==> src/rtl/tbm_pkg.sv <==
// shared types and constants of the ternary-binary matrix engine
// no dependencies; imported by every module of the block
package tbm_pkg;

  localparam int IN_W        = 32;
  localparam int LANE_EXT_W  = 64;
  localparam int CFG_W       = 13;
  localparam int DIM_W       = 13;
  localparam int IDX_W       = 12;
  localparam int SUM_W       = 14;
  localparam int POS_W       = 14;
  localparam int CFG_IDX_W   = 2;
  localparam int LANES_DEF   = 32;
  localparam int MAX_DIM_DEF = 4096;
  localparam int MID_DEPTH   = 4;
  localparam int OUT_DEPTH   = 2;

  // configuration register indexes
  typedef enum logic [CFG_IDX_W-1:0] {
    CFG_ROWS_A    = 2'd0,
    CFG_INNER_LEN = 2'd1,
    CFG_COLS_B    = 2'd2
  } cfg_idx_e;

  typedef struct packed {
    logic [IN_W-1:0] plus_bits;
    logic [IN_W-1:0] minus_bits;
    logic [IN_W-1:0] sign_bits;
  } in_t;

  typedef struct packed {
    logic signed [SUM_W-1:0] dot_sum;
    logic [IDX_W-1:0]        out_row;
    logic [IDX_W-1:0]        out_col;
    logic                    matrix_done;
  } res_t;

  // clamped output dimensions seen by the back end
  typedef struct packed {
    logic [DIM_W-1:0] rows;
    logic [DIM_W-1:0] cols;
  } dims_t;

endpackage

==> src/rtl/ternary_binary_matmul.sv <==
// Path: the chunk closing its inner length passes the front-end stage register, the
// middle queue and the result queue before its result is on the result ports. Throughput:
// one chunk per cycle while no queue is full; the front end counts lanes, the back accumulates.
// Reset: counters and accumulator cleared, rows_a 1, inner_len 8, cols_b 1, queues empty.
// top level: config registers, front end, middle queue, back end, result queue
// depends on tbm_pkg, tbm_fifo, tbm_front and tbm_back
module ternary_binary_matmul import tbm_pkg::*; #(
  parameter int LANES   = LANES_DEF,
  parameter int MAX_DIM = MAX_DIM_DEF
) (
  input  logic                 clk_i,
  input  logic                 rst_ni,
  input  logic                 push,
  input  in_t                  in_item_i,
  output logic                 full,
  output logic                 empty,
  input  logic                 pop,
  output res_t                 res_o,
  input  logic                 cfg_we_i,
  input  logic [CFG_IDX_W-1:0] cfg_idx_i,
  input  logic [CFG_W-1:0]     cfg_data_i
);

  localparam int CW = $clog2(LANES + 1) + 1;
  localparam logic [DIM_W-1:0] DIM_CAP =
    (MAX_DIM > 2 ** DIM_W - 1) ? {DIM_W{1'b1}} : DIM_W'(MAX_DIM);

  logic [CFG_W-1:0] rows_q, len_q, cols_q;
  logic [DIM_W-1:0] len_eff;
  dims_t            dims;
  logic             mid_push, mid_full, mid_pop, mid_empty;
  logic [CW:0]      mid_wdata, mid_rdata;
  logic             res_push, out_full;
  res_t             res_new;
  logic [$bits(res_t)-1:0] out_rdata;

  // configuration registers
  always_ff @(posedge clk_i or negedge rst_ni) begin
    if (!rst_ni) begin
      rows_q <= CFG_W'(1);
      len_q  <= CFG_W'(8);
      cols_q <= CFG_W'(1);
    end else if (cfg_we_i) begin
      case (cfg_idx_i)
        CFG_ROWS_A:    rows_q <= cfg_data_i;
        CFG_INNER_LEN: len_q  <= cfg_data_i;
        CFG_COLS_B:    cols_q <= cfg_data_i;
        default:       ;
      endcase
    end
  end

  // dimensions clamped to the supported maximum
  assign len_eff   = (len_q > DIM_CAP) ? DIM_CAP : len_q;
  assign dims.rows = (rows_q > DIM_CAP) ? DIM_CAP : rows_q;
  assign dims.cols = (cols_q > DIM_CAP) ? DIM_CAP : cols_q;

  tbm_front #(.LANES(LANES)) u_front (
    .clk_i      (clk_i),
    .rst_ni     (rst_ni),
    .push_i     (push),
    .item_i     (in_item_i),
    .full_o     (full),
    .len_i      (len_eff),
    .mid_push_o (mid_push),
    .mid_data_o (mid_wdata),
    .mid_full_i (mid_full)
  );

  tbm_fifo #(.WIDTH(CW + 1), .DEPTH(MID_DEPTH)) u_mid_q (
    .clk_i   (clk_i),
    .rst_ni  (rst_ni),
    .push_i  (mid_push),
    .wdata_i (mid_wdata),
    .full_o  (mid_full),
    .pop_i   (mid_pop),
    .rdata_o (mid_rdata),
    .empty_o (mid_empty)
  );

  tbm_back #(.LANES(LANES)) u_back (
    .clk_i       (clk_i),
    .rst_ni      (rst_ni),
    .dims_i      (dims),
    .mid_empty_i (mid_empty),
    .mid_data_i  (mid_rdata),
    .mid_pop_o   (mid_pop),
    .out_full_i  (out_full),
    .res_push_o  (res_push),
    .res_o       (res_new)
  );

  tbm_fifo #(.WIDTH($bits(res_t)), .DEPTH(OUT_DEPTH)) u_out_q (
    .clk_i   (clk_i),
    .rst_ni  (rst_ni),
    .push_i  (res_push),
    .wdata_i (res_new),
    .full_o  (out_full),
    .pop_i   (pop),
    .rdata_o (out_rdata),
    .empty_o (empty)
  );

  assign res_o = res_t'(out_rdata);

endmodule

==> src/rtl/tbm_fifo.sv <==
// small register queue used between front and back and on the result side
// depends on tbm_pkg only through the import convention
module tbm_fifo import tbm_pkg::*; #(
  parameter int WIDTH = 8,
  parameter int DEPTH = MID_DEPTH
) (
  input  logic             clk_i,
  input  logic             rst_ni,
  input  logic             push_i,
  input  logic [WIDTH-1:0] wdata_i,
  output logic             full_o,
  input  logic             pop_i,
  output logic [WIDTH-1:0] rdata_o,
  output logic             empty_o
);

  localparam int PW = (DEPTH > 1) ? $clog2(DEPTH) : 1;
  localparam int CW = $clog2(DEPTH + 1);

  logic [WIDTH-1:0] mem_q [DEPTH];
  logic [PW-1:0]    wptr_q, wptr_d, rptr_q, rptr_d;
  logic [CW-1:0]    count_q, count_d;
  logic             do_push, do_pop;

  assign full_o  = (count_q == CW'(DEPTH));
  assign empty_o = (count_q == '0);
  assign do_push = push_i && !full_o;
  assign do_pop  = pop_i && !empty_o;
  assign rdata_o = mem_q[rptr_q];

  // pointer and fill count update
  always_comb begin
    wptr_d  = wptr_q;
    rptr_d  = rptr_q;
    count_d = count_q;
    if (do_push) begin
      wptr_d = (wptr_q == PW'(DEPTH - 1)) ? '0 : wptr_q + 1'b1;
    end
    if (do_pop) begin
      rptr_d = (rptr_q == PW'(DEPTH - 1)) ? '0 : rptr_q + 1'b1;
    end
    if (do_push && !do_pop) begin
      count_d = count_q + 1'b1;
    end else if (do_pop && !do_push) begin
      count_d = count_q - 1'b1;
    end
  end

  always_ff @(posedge clk_i or negedge rst_ni) begin
    if (!rst_ni) begin
      wptr_q  <= '0;
      rptr_q  <= '0;
      count_q <= '0;
    end else begin
      wptr_q  <= wptr_d;
      rptr_q  <= rptr_d;
      count_q <= count_d;
    end
  end

  // storage, no reset needed
  always_ff @(posedge clk_i) begin
    if (do_push) begin
      mem_q[wptr_q] <= wdata_i;
    end
  end

endmodule

==> src/rtl/tbm_front.sv <==
// front end: accepts chunks, masks lanes past the inner length, counts products
// depends on tbm_pkg; feeds the middle queue
module tbm_front import tbm_pkg::*; #(
  parameter int LANES = LANES_DEF,
  localparam int CW = $clog2(LANES + 1) + 1
) (
  input  logic             clk_i,
  input  logic             rst_ni,
  input  logic             push_i,
  input  in_t              item_i,
  output logic             full_o,
  input  logic [DIM_W-1:0] len_i,
  output logic             mid_push_o,
  output logic [CW:0]      mid_data_o,
  input  logic             mid_full_i
);

  logic                    stage_v_q, stage_v_d;
  logic [LANES-1:0]        pos_vec_q, neg_vec_q, pos_vec_d, neg_vec_d;
  logic                    last_q, last_d;
  logic [POS_W-1:0]        pos_q, pos_d, pos_next;
  logic signed [POS_W:0]   remain;
  logic [LANE_EXT_W-1:0]   plus_ext, minus_ext, sign_ext;
  logic                    accept;
  logic signed [CW-1:0]    chunk;

  assign full_o     = stage_v_q && mid_full_i;
  assign accept     = push_i && !full_o;
  assign mid_push_o = stage_v_q && !mid_full_i;

  // lanes beyond the field width read as zero
  assign plus_ext  = LANE_EXT_W'(item_i.plus_bits);
  assign minus_ext = LANE_EXT_W'(item_i.minus_bits);
  assign sign_ext  = LANE_EXT_W'(item_i.sign_bits);

  // inner position and end of element
  assign pos_next = pos_q + POS_W'(LANES);
  assign last_d   = (pos_next >= POS_W'(len_i));
  assign remain   = $signed({2'b00, len_i}) - $signed({1'b0, pos_q});
  assign pos_d    = last_d ? '0 : pos_next;

  // per-lane product sign, lanes at or past the inner length masked
  always_comb begin
    for (int b = 0; b < LANES; b++) begin
      logic valid, nz, flip;
      valid = (remain > $signed((POS_W + 1)'(b)));
      nz    = plus_ext[b] ^ minus_ext[b];
      flip  = minus_ext[b] ^ sign_ext[b];
      pos_vec_d[b] = valid && nz && !flip;
      neg_vec_d[b] = valid && nz && flip;
    end
  end

  always_comb begin
    stage_v_d = stage_v_q;
    if (accept) begin
      stage_v_d = 1'b1;
    end else if (mid_push_o) begin
      stage_v_d = 1'b0;
    end
  end

  always_ff @(posedge clk_i or negedge rst_ni) begin
    if (!rst_ni) begin
      stage_v_q <= 1'b0;
      pos_q     <= '0;
    end else begin
      stage_v_q <= stage_v_d;
      if (accept) begin
        pos_q <= pos_d;
      end
    end
  end

  always_ff @(posedge clk_i) begin
    if (accept) begin
      pos_vec_q <= pos_vec_d;
      neg_vec_q <= neg_vec_d;
      last_q    <= last_d;
    end
  end

  // chunk sum as positive count minus negative count
  assign chunk      = CW'($countones(pos_vec_q)) - CW'($countones(neg_vec_q));
  assign mid_data_o = {last_q, chunk};

endmodule

==> src/rtl/tbm_back.sv <==
// back end: accumulates chunk sums, walks row and column counters, forms results
// depends on tbm_pkg; reads the middle queue and writes the result queue
module tbm_back import tbm_pkg::*; #(
  parameter int LANES = LANES_DEF,
  localparam int CW = $clog2(LANES + 1) + 1
) (
  input  logic        clk_i,
  input  logic        rst_ni,
  input  dims_t       dims_i,
  input  logic        mid_empty_i,
  input  logic [CW:0] mid_data_i,
  output logic        mid_pop_o,
  input  logic        out_full_i,
  output logic        res_push_o,
  output res_t        res_o
);

  localparam logic signed [SUM_W:0] SAT_HI = (SUM_W + 1)'(2 ** (SUM_W - 1) - 1);
  localparam logic signed [SUM_W:0] SAT_LO = -(SUM_W + 1)'(2 ** (SUM_W - 1));

  logic signed [SUM_W-1:0] acc_q, acc_d;
  logic [DIM_W-1:0]        row_q, row_d, col_q, col_d;
  logic signed [CW-1:0]    chunk;
  logic                    last;
  logic signed [SUM_W:0]   sum, sat;
  logic                    last_col, last_row;

  assign chunk      = $signed(mid_data_i[CW-1:0]);
  assign last       = mid_data_i[CW];
  assign mid_pop_o  = !mid_empty_i && !out_full_i;
  assign res_push_o = mid_pop_o && last;

  // saturating accumulate
  assign sum = (SUM_W + 1)'(acc_q) + (SUM_W + 1)'(chunk);
  always_comb begin
    if (sum > SAT_HI) begin
      sat = SAT_HI;
    end else if (sum < SAT_LO) begin
      sat = SAT_LO;
    end else begin
      sat = sum;
    end
  end

  // row-major wrap of the output counters
  assign last_col = ({1'b0, col_q} + 1'b1) >= {1'b0, dims_i.cols};
  assign last_row = ({1'b0, row_q} + 1'b1) >= {1'b0, dims_i.rows};

  always_comb begin
    acc_d = acc_q;
    row_d = row_q;
    col_d = col_q;
    if (mid_pop_o) begin
      if (last) begin
        acc_d = '0;
        if (last_col) begin
          col_d = '0;
          row_d = last_row ? '0 : row_q + 1'b1;
        end else begin
          col_d = col_q + 1'b1;
        end
      end else begin
        acc_d = sat[SUM_W-1:0];
      end
    end
  end

  assign res_o.dot_sum     = sat[SUM_W-1:0];
  assign res_o.out_row     = row_q[IDX_W-1:0];
  assign res_o.out_col     = col_q[IDX_W-1:0];
  assign res_o.matrix_done = last_col && last_row;

  always_ff @(posedge clk_i or negedge rst_ni) begin
    if (!rst_ni) begin
      acc_q <= '0;
      row_q <= '0;
      col_q <= '0;
    end else begin
      acc_q <= acc_d;
      row_q <= row_d;
      col_q <= col_d;
    end
  end

endmodule

==> config.mk <==
export PLATFORM = sky130hd
export DESIGN_NAME = ternary_binary_matmul
export DESIGN_NICKNAME = d
export VERILOG_FILES = /design/src/rtl/tbm_pkg.sv /design/src/rtl/ternary_binary_matmul.sv /design/src/rtl/tbm_fifo.sv /design/src/rtl/tbm_front.sv /design/src/rtl/tbm_back.sv
export SDC_FILE = /design/constraint.sdc
export NUM_CORES = 1
export LEC_CHECK = 0
export BUFFER_PORTS_ARGS = -buffer_cell sky130_fd_sc_hd__buf_2
export CORE_MARGIN = 8
export CORE_UTILIZATION = 45
export DETAILED_ROUTE_END_ITERATION = 16
export HOLD_SLACK_MARGIN = 0.15
export PLACE_DENSITY_LB_ADDON = 0.12
export SLEW_MARGIN = 30
export SYNTH_ARGS = -nofsm -noshare
export SYNTH_HDL_FRONTEND = slang
export SYNTH_SLANG_ARGS = --single-unit
==> constraint.sdc <==
create_clock -name clk_i -period 14.6 [get_ports clk_i]
set_input_delay 0 -clock clk_i [delete_from_list [all_inputs] [get_ports clk_i]]
set_output_delay 0 -clock clk_i [all_outputs]
set_load 0.1 [all_outputs]
==> results of run 1 <==
## per-stage QoR
stage / cells / utilization, % / cell area, um^2 / hold slack (ns) / setup WS [ns]
final: 2441 / 56.7 / 21300 / 0.221 / 8.84
after global routing: 2441 / 56.7 / 21300 / 0.218 / 8.50
after CTS: 2441 / 56.7 / 21300 / 0.192 / 8.80
after detailed placement: 2204 / 49.2 / 18500 / 0.0615 / 8.83
after global placement: 2204 / 49.2 / 18500 / 0.0710 / 8.93
after floorplan: 1574 / - / 17200 / -0.296 / 9.08
## critical path, stage by stage, from the launching register on
cell	delay [ns]
edfxtp_1	0.37
ha_1	0.28
inv_1	0.05
fa_1	0.45
fa_1	0.56
inv_1	0.06
fa_1	0.53
inv_1	0.05
fa_1	0.52
fa_1	0.44
fa_1	0.55
inv_1	0.05
fa_1	0.46
inv_1	0.06
ha_1	0.16
inv_1	0.06
fa_1	0.40
inv_1	0.07
a21o_1	0.10
a21oi_1	0.08
xnor2_1	0.25
## placed cells by master, fill, tap and decap left out, types with 8 or more instances in the layout
| master | instances |
|---|---|
| a211oi_1 | 11 |
| a21o_1 | 25 |
| a21oi_1 | 91 |
| and2_1 | 10 |
| and3_1 | 17 |
| buf_2 | 155 |
| buf_4 | 9 |
| clkbuf_16 | 30 |
| dfrtp_1 | 97 |
| dlygate4sd3_1 | 182 |
| edfxtp_1 | 175 |
| fa_1 | 62 |
| ha_1 | 111 |
| inv_1 | 145 |
| mux2_2 | 81 |
| mux4_2 | 8 |
| nand2_1 | 146 |
| nand2b_1 | 20 |
| nand3_1 | 29 |
| nand3b_1 | 11 |
| nor2_1 | 111 |
| nor2b_1 | 35 |
| nor3_1 | 43 |
| nor3b_1 | 21 |
| nor4_1 | 10 |
| o21ai_0 | 67 |
| o31ai_1 | 8 |
| or3b_2 | 9 |
| xnor2_1 | 40 |
| xor2_1 | 25 |
## state kept, by name, summed over array words and instances (netlist names), 3 cells and up
name and count:
len_q 13, u_out_q.mem_q 78, u_front.pos_q 9, u_back.acc_q 14, cols_q 13, u_front.pos_vec_q 32
rows_q 13, u_front.neg_vec_q 32, u_mid_q.count_q 3, u_back.row_q 13, u_mid_q.mem_q 32, u_back.col_q 13
## cell type report
cell class              count  area share, %
clock buffers              40           3.83
clock inverters            14          0.610
inverters                 146           2.57
multi-input cells        1108           41.0
flip-flops and latches    275           36.4
well taps                 511           3.00
repair buffers            347           12.6
## worst max-delay path by stage
stage / end / slack, ns / cells after the start
6_report: u_mid_q.mem_q[0][5] / 8.84 / 20
4_1_cts: u_mid_q.mem_q[0][5] / 8.80 / 20
3_3_place_gp: u_mid_q.mem_q[0][5] / 8.93 / 20
3_5_place_dp: u_mid_q.mem_q[0][5] / 8.83 / 20
2_1_floorplan: u_mid_q.mem_q[0][5] / 9.08 / 20
5_1_grt: u_mid_q.mem_q[1][5] / 8.50 / 20
## kinds of logic after synthesis
family                     synth area share (%)
other                                    0.0436
AOI/OAI and AO/OA                          10.7
and+or+nand+nor                            14.4
buffers and inverters                      4.29
xor gates and xnor gates                   3.31
adders and majority gates                  15.7
muxes                                      6.46
DFF                                        45.1
## timing repair
item                                    CTS  global route
setup buffers                             0             0
hold buffers                            183             0
endpoints found under the hold margin   159             0
endpoints found under the setup margin    0             0
## routing by layer
metal,up-vias,GRT usage [%],part of all wire (%)
met5,-,0,0
met4,0,5.22,2.8
met3,65,2.94,4.6
met2,276,31.8,49
met1,6034,22.6,44
li1,6261,-,-
==> summary.md, run 1 <==
| Metric | Value |
|---|---|
| Hold Vio Cnt, Final | 0 |
| Clock buffer depth | 3 |
| Multi-input gate area | 8750 um^2 |
| Post-synthesis cell count | 1574 |
| Distinct cells, synth | a little under 80 |
| Synth top area share | 30.5% |
| Largest net degree at the start of global routing | 66 |
| Commonest cells post-synth | edfxtp_1 (175), inv_1 (146), nand2_1 (146) |
| Syn Nets | 1863 |
| ANT nets after route | 0 |
| IO buf count | 156 |
| Setup TNS Final | 0 ns |
| GPL Wtd Cong | 0.898 |
| Total grt overflow | 0 |
| Worst-margin pin slew | between 0.9 and 1 ns |
| Starting Density | about 46% |
| Final period utilization | 39.5% |
| Ports | 157 |
| Crit path from | u_front.neg_vec_q[0] |
| Die Height | 212 um |
| Die width | between 200 and 250 um |
| Ys flop type | edfxtp_1 |
| Worst Hold Depth | 3 |
| Post-synth EDFFs | 175 |
| Slew HR | 37.9% |
| Worst EP arrival | 6.11 ns |
| Syn_area_per_cell | 10.9 um^2 |
| Post-DP HPWL | ~30000 um |
| First-pass GRT wire length | 66300 um |
| N_diodes | 0 |
| Largest cells by area after synthesis | edfxtp_1 (31%), dfrtp_1 (14%), ha_1 (8.1%), fa_1 (7.2%), mux2_2 (5.3%) |
| Skew-Pair Late Insertion Delay | 0.54 ns |
| Final min period | 5.76 ns |
| Fillcell total | 3260 |
| Row count | ~70 |
| Critical path class | reg2reg |
| Number of buffers created by CTS | 29 |
| Antenna violations before repair | 0 |
| Synthesized cell area | 17200 um^2 |
| FF-to-FF End | u_mid_q.mem_q[0][5] |
| Final Setup Violations | 0 |
| Fmax achieved | 0.173 GHz |
| Vias/cell | 5.18 |
| Yosys top cell by area | edfxtp_1 |
| Core area | roughly 38000 um^2 |
| CTS tree | yes |
| Async SR Flop Fraction | a little over a third |
| Flops & latches, synth | 275 |
| RR Startpoint | u_front.neg_vec_q[0] |
| CP max FO | 4 |
| Htree depth | 1 |
| Share of layout cells above drive strength 1 | 17.6% |
| Min-Delay Path Class | in2reg |
| Final nets | 2196 |
| Max_cap viols | 0 |
| DR iter-0 viols | 700 |
| Vias in the first global route | ~13k |
| Hold path endpoint | u_front.stage_v_q |
| Yosys warns | 0 |
| Clock sink count | 275 |
| Post-cts sizing count | 0 |
| Vias post-DR | 12.6k |
| WL/cell | about 17 um |
| WP data required | roughly 15 ns |
| RSZ-0062 raised after global routing | no |
| Initial DRT Pass Iterations | 6 |
| Cell with the most instances after synthesis | edfxtp_1 |
| Clock transition at the registers of the reported paths | 0.06 ns |
| Total track usage | 18.1% |
| Worst reg-to-reg path cell count | 20 |
| Kind of start point of the critical path | flip-flop |
| Register area | 7760 um^2 |
| Status | complete, no violations |
| Die ar. | 44800 um^2 |
| Final wirelength | 40500 um |
| Endpoint class of the critical path | flip-flop |
| Root buf cell | clkbuf_16 |
| DRC | 0 |
| R2r setup slk | 8.84 ns |
| Layout area overhead | 24.0% |
| Hold Startpoint | push |
| Seq/Total Area, Yosys | 45.1% |
| Max Slew Vio Count | 0 |
| Final clock skew | 0.0231 ns |
Power of run 1 is left out: the tool's default activity adds up to more than one toggle a clock period on the data nets, which glitch-free logic cannot reach.
==> run 2: changes to the inputs <==
--- a/config.mk
+++ b/config.mk
@@ -5,6 +5,7 @@
 export SDC_FILE = /design/constraint.sdc
 export NUM_CORES = 1
 export LEC_CHECK = 0
+export ABC_AREA = 1
 export BUFFER_PORTS_ARGS = -buffer_cell sky130_fd_sc_hd__buf_2
 export CORE_MARGIN = 8
 export CORE_UTILIZATION = 45
==> constraint.sdc (replaced) <==
create_clock -name clk_i -period 5.2 [get_ports clk_i]
set_input_delay 0 -clock clk_i [delete_from_list [all_inputs] [get_ports clk_i]]
set_output_delay 0 -clock clk_i [all_outputs]
set_load 0.1 [all_outputs]
==> summary.md, run 2 <==
| Metric | Value |
|---|---|
| Die Height | 209 um |
| Clock transition at the registers of the reported paths | 0.06 ns |
| Fin worst setup slack | -0.206 ns |
| Kind of start point of the critical path | flip-flop |
| Final nets | 2404 |
| Row count | 70 |
| Ys flop type | edfxtp_1 |
| Distinct cells, synth | 51 |
| Flops & latches, synth | roughly 280 |
| Critical path class | reg2reg |
| Commonest non-fill, non-tap cell in the layout | nand2_1 |
| N_diodes | 0 |
| Post-synth EDFFs | 175 |
| Max Slew Vio Count | 0 |
| Largest register by flop count | u_out_q.mem_q |
| Largest register FFs | 78 |
| Root buf cell | clkbuf_16 |
| Die width | 209 um |
| Cell with the most instances after synthesis | nand2_1 |
| Worst-margin pin slew | 0.873 ns |
| Yosys warns | 0 |
| WP data required | about 5.5 ns |
| Worst EP arrival | 5.70 ns |
| Register area | 7760 um^2 |
| Antenna violations before repair | 0 |
| Initial DRT Pass Iterations | 5 |
| Core area | 36600 um^2 |
| Final min period | 5.41 ns |
| Starting Density | 45.7% |
| Layout area overhead | 25.5% |
| Slew HR | 41.8% |
| Most frequent cells in the layout | nand2_1 (340), inv_1 (262), dlygate4sd3_1 (177) |
| WL/cell | 15.7 um |
| Htree depth | 1 |
| Post-DP HPWL | 29800 um |
| Failing checks | negative setup slack |
| GPL Wtd Cong | 0.868 |
| Ports | 157 |
| Synth top area share | a little under a third |
| Synthesized cell area | around 17000 um^2 |
| Syn Nets | 2062 |
| Seq/Total Area, Yosys | 46.4% |
| Final clock skew | 0.0137 ns |
| Vias post-DR | 12.9k |
| CP max FO | 4 |
| Status | finished with violations |
| Total track usage | 18.8% |
| IO buf count | 156 |
| Endpoint class of the critical path | flip-flop |
| CTS tree | yes |
| DR iter-0 viols | 775 |
| Hold Vio Cnt, Final | 0 |
| RSZ-0062 raised after global routing | yes |
| Number of buffers created by CTS | 30 |
| Multi-input gate area | 7920 um^2 |
| DRC | 0 |
| Commonest cells post-synth | nand2_1 (340), inv_1 (270), edfxtp_1 (175) |
| Final Setup Violations | 20 |
| Total grt overflow | 0 |
| Clock buffer depth | 3 |
| Final wirelength | 40900 um |
| Vias/cell | between 4 and 5 |
| Largest net degree at the start of global routing | 64 |
| Largest cells by area after synthesis | edfxtp_1 (31%), dfrtp_1 (15%), ha_1 (8.3%), nand2_1 (7.6%), fa_1 (7.4%) |
| Syn_area_per_cell | 9.43 um^2 |
| Async SR Flop Fraction | 36.4% |
| Max_cap viols | 0 |
| Clock sink count | 275 |
| Post-synthesis cell count | ~1.8k |
| Skew-Pair Late Insertion Delay | 0.57 ns |
| Final period utilization | 104% |
| Setup TNS Final | -2.90 ns |
| Vias in the first global route | about 13k |
| First-pass GRT wire length | between 60000 and 70000 um |
| Fillcell total | 3197 |
| Fmax achieved | roughly 0.18 GHz |
| Share of layout cells above drive strength 1 | 13.5% |
| ANT nets after route | 0 |
| Die ar. | 43600 um^2 |
| Min-Delay Path Class | in2reg |
| Yosys top cell by area | edfxtp_1 |
[run 2: cell count changes after synthesis, moves of 34 or more]
cell	previous run	this run
a21oi_1	91	57
inv_1	146	270
mux2_2	81	0
nand2_1	146	340
nand3_1	29	105
nor2_1	113	161
nor2b_1	35	0
o21ai_0	67	107
xor2_1	25	65
[run 2: what timing repair did]
action / 4_1_cts / 5_1_grt
endpoints found under the setup margin: 20 / 20
setup buffers: 0 / 2
endpoints found under the hold margin: 167 / 0
hold buffers: 178 / 0
cloned: 0 / 0
pin swaps: 32 / 25
gates resized for setup: 13 / 17
[run 2: stage by stage]
step                      worst slack, ns  cell area [um^2]  cells  hold WS (ns)  util [%]
final                              -0.206             21000   2606         0.235      57.3
after floorplan                    -0.103             16700   1773        -0.296         -
after detailed placement           -0.408             18100   2371        0.0185      49.3
after CTS                          -0.241             20900   2604         0.203      57.0
after global placement             -0.268             18100   2371       0.00852      49.3
after global routing               -0.332             21000   2606         0.303      57.3
[run 2: cell type report]
cell class / count / share of cell area [%]
clock buffer: 45 / 4.04
clock inverter: 10 / 0.656
timing repair buffer: 351 / 12.9
multi-input combinational: 1181 / 37.7
inverter: 276 / 4.95
sequential: 275 / 37.0
tap: 468 / 2.79
[run 2: metal layers]
layer,global-route usage [%],vias to the layer above,routed length (um)
met1,24.3,6086,18500
li1,-,6462,-
met4,4.69,0,803
met5,0,-,0
met2,32.8,270,19700
met3,3.07,56,1860
[run 2: final timing paths]
| path | start | slack, ns | cells past startpoint | endpoint |
|---|---|---|---|---|
| worst max-delay path | u_front.pos_vec_q[18] | -0.21 | 17 | u_mid_q.mem_q[3][5] |
| worst min-delay path | cfg_we_i | 0.24 | 3 | rows_q[0] |
| worst max register to register | u_front.pos_vec_q[18] | -0.21 | 17 | u_mid_q.mem_q[3][5] |
| worst min register to register | rows_q[12] | 0.49 | 2 | rows_q[12] |
| max in group asynchronous | rst_ni | 3.91 | 4 | cols_q[1] |
| min in group asynchronous | rst_ni | 0.50 | 4 | u_back.col_q[9] |
[run 2: kinds of logic (layout without fill, tap and decap cells)]
group | after synthesis | after routing | share of synthesized area (%)
AO/OA/AOI/OAI | 207 | 207 | 6.74
XOR/XNOR | 112 | 112 | 5.95
adder cells (fa/ha/maj) | 173 | 173 | 15.7
buffers and inverters | 317 | 682 | 7.37
flip-flops | 275 | 275 | 46.4
other | 2 | 2 | 0.0449
AND/OR/NAND/NOR | 687 | 687 | 17.8
[run 2: worst max-delay path, stage by stage (launching register included)]
cell	delay [ns]
edfxtp_1	0.37
ha_2	0.33
inv_2	0.04
fa_2	0.60
fa_2	0.46
fa_1	0.54
inv_1	0.05
fa_2	0.33
fa_1	0.47
fa_1	0.57
inv_2	0.05
fa_2	0.46
inv_2	0.08
ha_4	0.14
inv_4	0.03
fa_2	0.35
o21ai_2	0.17
xor2_2	0.11
Power of run 2 is left out for the same reason.
==> run 3: changes to the inputs <==
--- a/config.mk
+++ b/config.mk
@@ -5,7 +5,6 @@
 export SDC_FILE = /design/constraint.sdc
 export NUM_CORES = 1
 export LEC_CHECK = 0
-export ABC_AREA = 1
 export BUFFER_PORTS_ARGS = -buffer_cell sky130_fd_sc_hd__buf_2
 export CORE_MARGIN = 8
 export CORE_UTILIZATION = 45
==> summary.md, run 3 (synthesis results as in run 1) <==
| Metric | Value |
|---|---|
| Min-Delay Path Class | in2reg |
| Die width | 212 um |
| Largest net degree at the start of global routing | 55 |
| DRC | 0 |
| Root buf cell | clkbuf_16 |
| GPL Wtd Cong | 0.919 |
| Antenna violations before repair | 0 |
| Final period utilization | 106% |
| Skew-Pair Late Insertion Delay | 0.56 ns |
| Largest register FFs | 78 |
| End-of-flow core utilization | 57.4% |
| Vias in the first global route | around 14k |
| Final instance area | 21600 um^2 |
| Failing checks | negative setup slack |
| Final Setup Violations | 20 |
| Clock sink count | 275 |
| Final clock skew | 0.0125 ns |
| Clock transition at the registers of the reported paths | 0.06 ns |
| ANT nets after route | 0 |
| CTS tree | yes |
| Clock buffer depth | 3 |
| N_diodes | 0 |
| Endpoint class of the critical path | flip-flop |
| Post-placement cell count | 2221 |
| Total track usage | 18.5% |
| IO buf count | ~160 |
| Final min period | approximately 5.5 ns |
| CP max FO | 4 |
| R2r setup slk | -0.31 ns |
| Layout area overhead | 25.7% |
| WL/cell | ~17 um |
| M3 GR Usage | 2.93% |
| Worst EP arrival | 5.80 ns |
| First-pass GRT wire length | 68200 um |
| Starting Density | 45.7% |
| Final wirelength | 41500 um |
| Critical path class | reg2reg |
| Kind of start point of the critical path | flip-flop |
| WP data required | 5.49 ns |
| Core area | 37700 um^2 |
| Vias post-DR | 12.9k |
| GR Util met1 | 22.6% |
| DR iter-0 viols | 649 |
| Worst-margin pin slew | about 0.83 ns |
| RSZ-0062 raised after global routing | yes |
| Row count | 71 |
| Initial DRT Pass Iterations | 5 |
| Die Height | 212 um |
| Hold Vio Cnt, Final | 0 |
| Met2 Use GR | 32.5% |
| Number of buffers created by CTS | 29 |
| Most frequent cells in the layout | dlygate4sd3_1 (179), edfxtp_1 (175), buf_2 (155) |
| Max Slew Vio Count | 0 |
| GR peak layer | met2 |
| Total grt overflow | 0 |
| Final nets | ~2.2k |
| Commonest non-fill, non-tap cell in the layout | dlygate4sd3_1 |
| Finished Layout Cells | 2457 |
| Post-DP HPWL | 30600 um |
| Fin worst setup slack | -0.307 ns |
| Die ar. | 44800 um^2 |
| Max_cap viols | 0 |
| Htree depth | 1 |
| Cell area after placement | 18700 um^2 |
| Slew HR | 44.2% |
| Largest register by flop count | u_out_q.mem_q |
| Share of layout cells above drive strength 1 | 20.5% |
| Ports | 157 |
| Crit path cell chain | ha_4, fa_2, fa_1, inv_1, fa_1, inv_1, fa_1, fa_2, fa_1, inv_2, fa_2, inv_2, ha_4, inv_2, fa_2, inv_1, a21o_1, a21oi_2, xnor2_2 |
| Vias/cell | 5.27 |
| Hold Slack | between 0.2 and 0.25 ns |
| Status | finished with violations |
| Slowest CP cell | fa_1 |
| Slowest cell delay on critical path | 0.56 ns |
| Fmax achieved | 0.182 GHz |
-- run 3: cell types whose count changed in the layout (fill, tap and decap cells not counted), sizes merged, moves of 16 or more --
cell	change
nor2	-53
nand3	-82
a21o	+25
o21ai	-47
and3	+16
a21oi	+34
inv	-127
mux2	+81
nor3b	+23
nand2	-200
xor2	-41
nor2b	+35
nor3	+25
nand2b	+20
-- run 3: stage by stage --
step	worst slack [ns]	setup TNS, ns
floorplan	-0.176	-0.892
global placement	-0.298	-4.26
detailed placement	-0.445	-6.46
CTS	-0.298	-3.53
global route	-0.492	-7.70
finish	-0.307	-4.47
-- run 3: per-layer routing --
metal	wire, um	share of wire [%]
met1	17700	43
met2	20300	49
met3	1920	4.6
met4	1620	3.9
met5	0	0
-- run 3: path summary, 6_finish.rpt --
kind	cells past startpoint	end	start
hold reg to reg	2	u_back.acc_q[0]	u_back.acc_q[0]
setup / recovery	19	u_mid_q.mem_q[2][5]	u_front.pos_vec_q[11]
max in group asynchronous	4	u_front.pos_q[12]	rst_ni
min in group asynchronous	4	u_back.row_q[5]	rst_ni
setup reg to reg	19	u_mid_q.mem_q[2][5]	u_front.pos_vec_q[11]
hold / removal	3	u_front.stage_v_q	push
-- run 3: layout make-up --
cell class | instances | area [um^2]
Tap cell | 511 | 639
Sequential cell | 275 | 7760
Inverter | 146 | 551
Clock buffer | 40 | 767
Timing Repair Buffer | 363 | 2830
Clock inverter | 14 | 210
Fill cell | 3176 | 16000
Multi-Input combinational cell | 1108 | 8880
-- run 3: repair_timing --
| action | 4_1_cts | 5_1_grt |
|---|---|---|
| endpoints found under the hold margin | 155 | 0 |
| hold buffers | 180 | 0 |
| endpoints found under the setup margin | 20 | 20 |
| buffers inserted | 1 | 2 |
| gates resized for setup | 22 | 12 |
| pin swaps | 23 | 30 |
-- run 3: critical path: cells and delay by family (launching register included) --
family	cells	cell delay, ns
XOR/XNOR	1	0.11
buffers and inverters	6	0.28
adder cells (fa/ha/maj)	10	4.13
AO/OA/AOI/OAI	2	0.31
flip-flops	1	0.42
Power of run 3 is left out for the same reason.
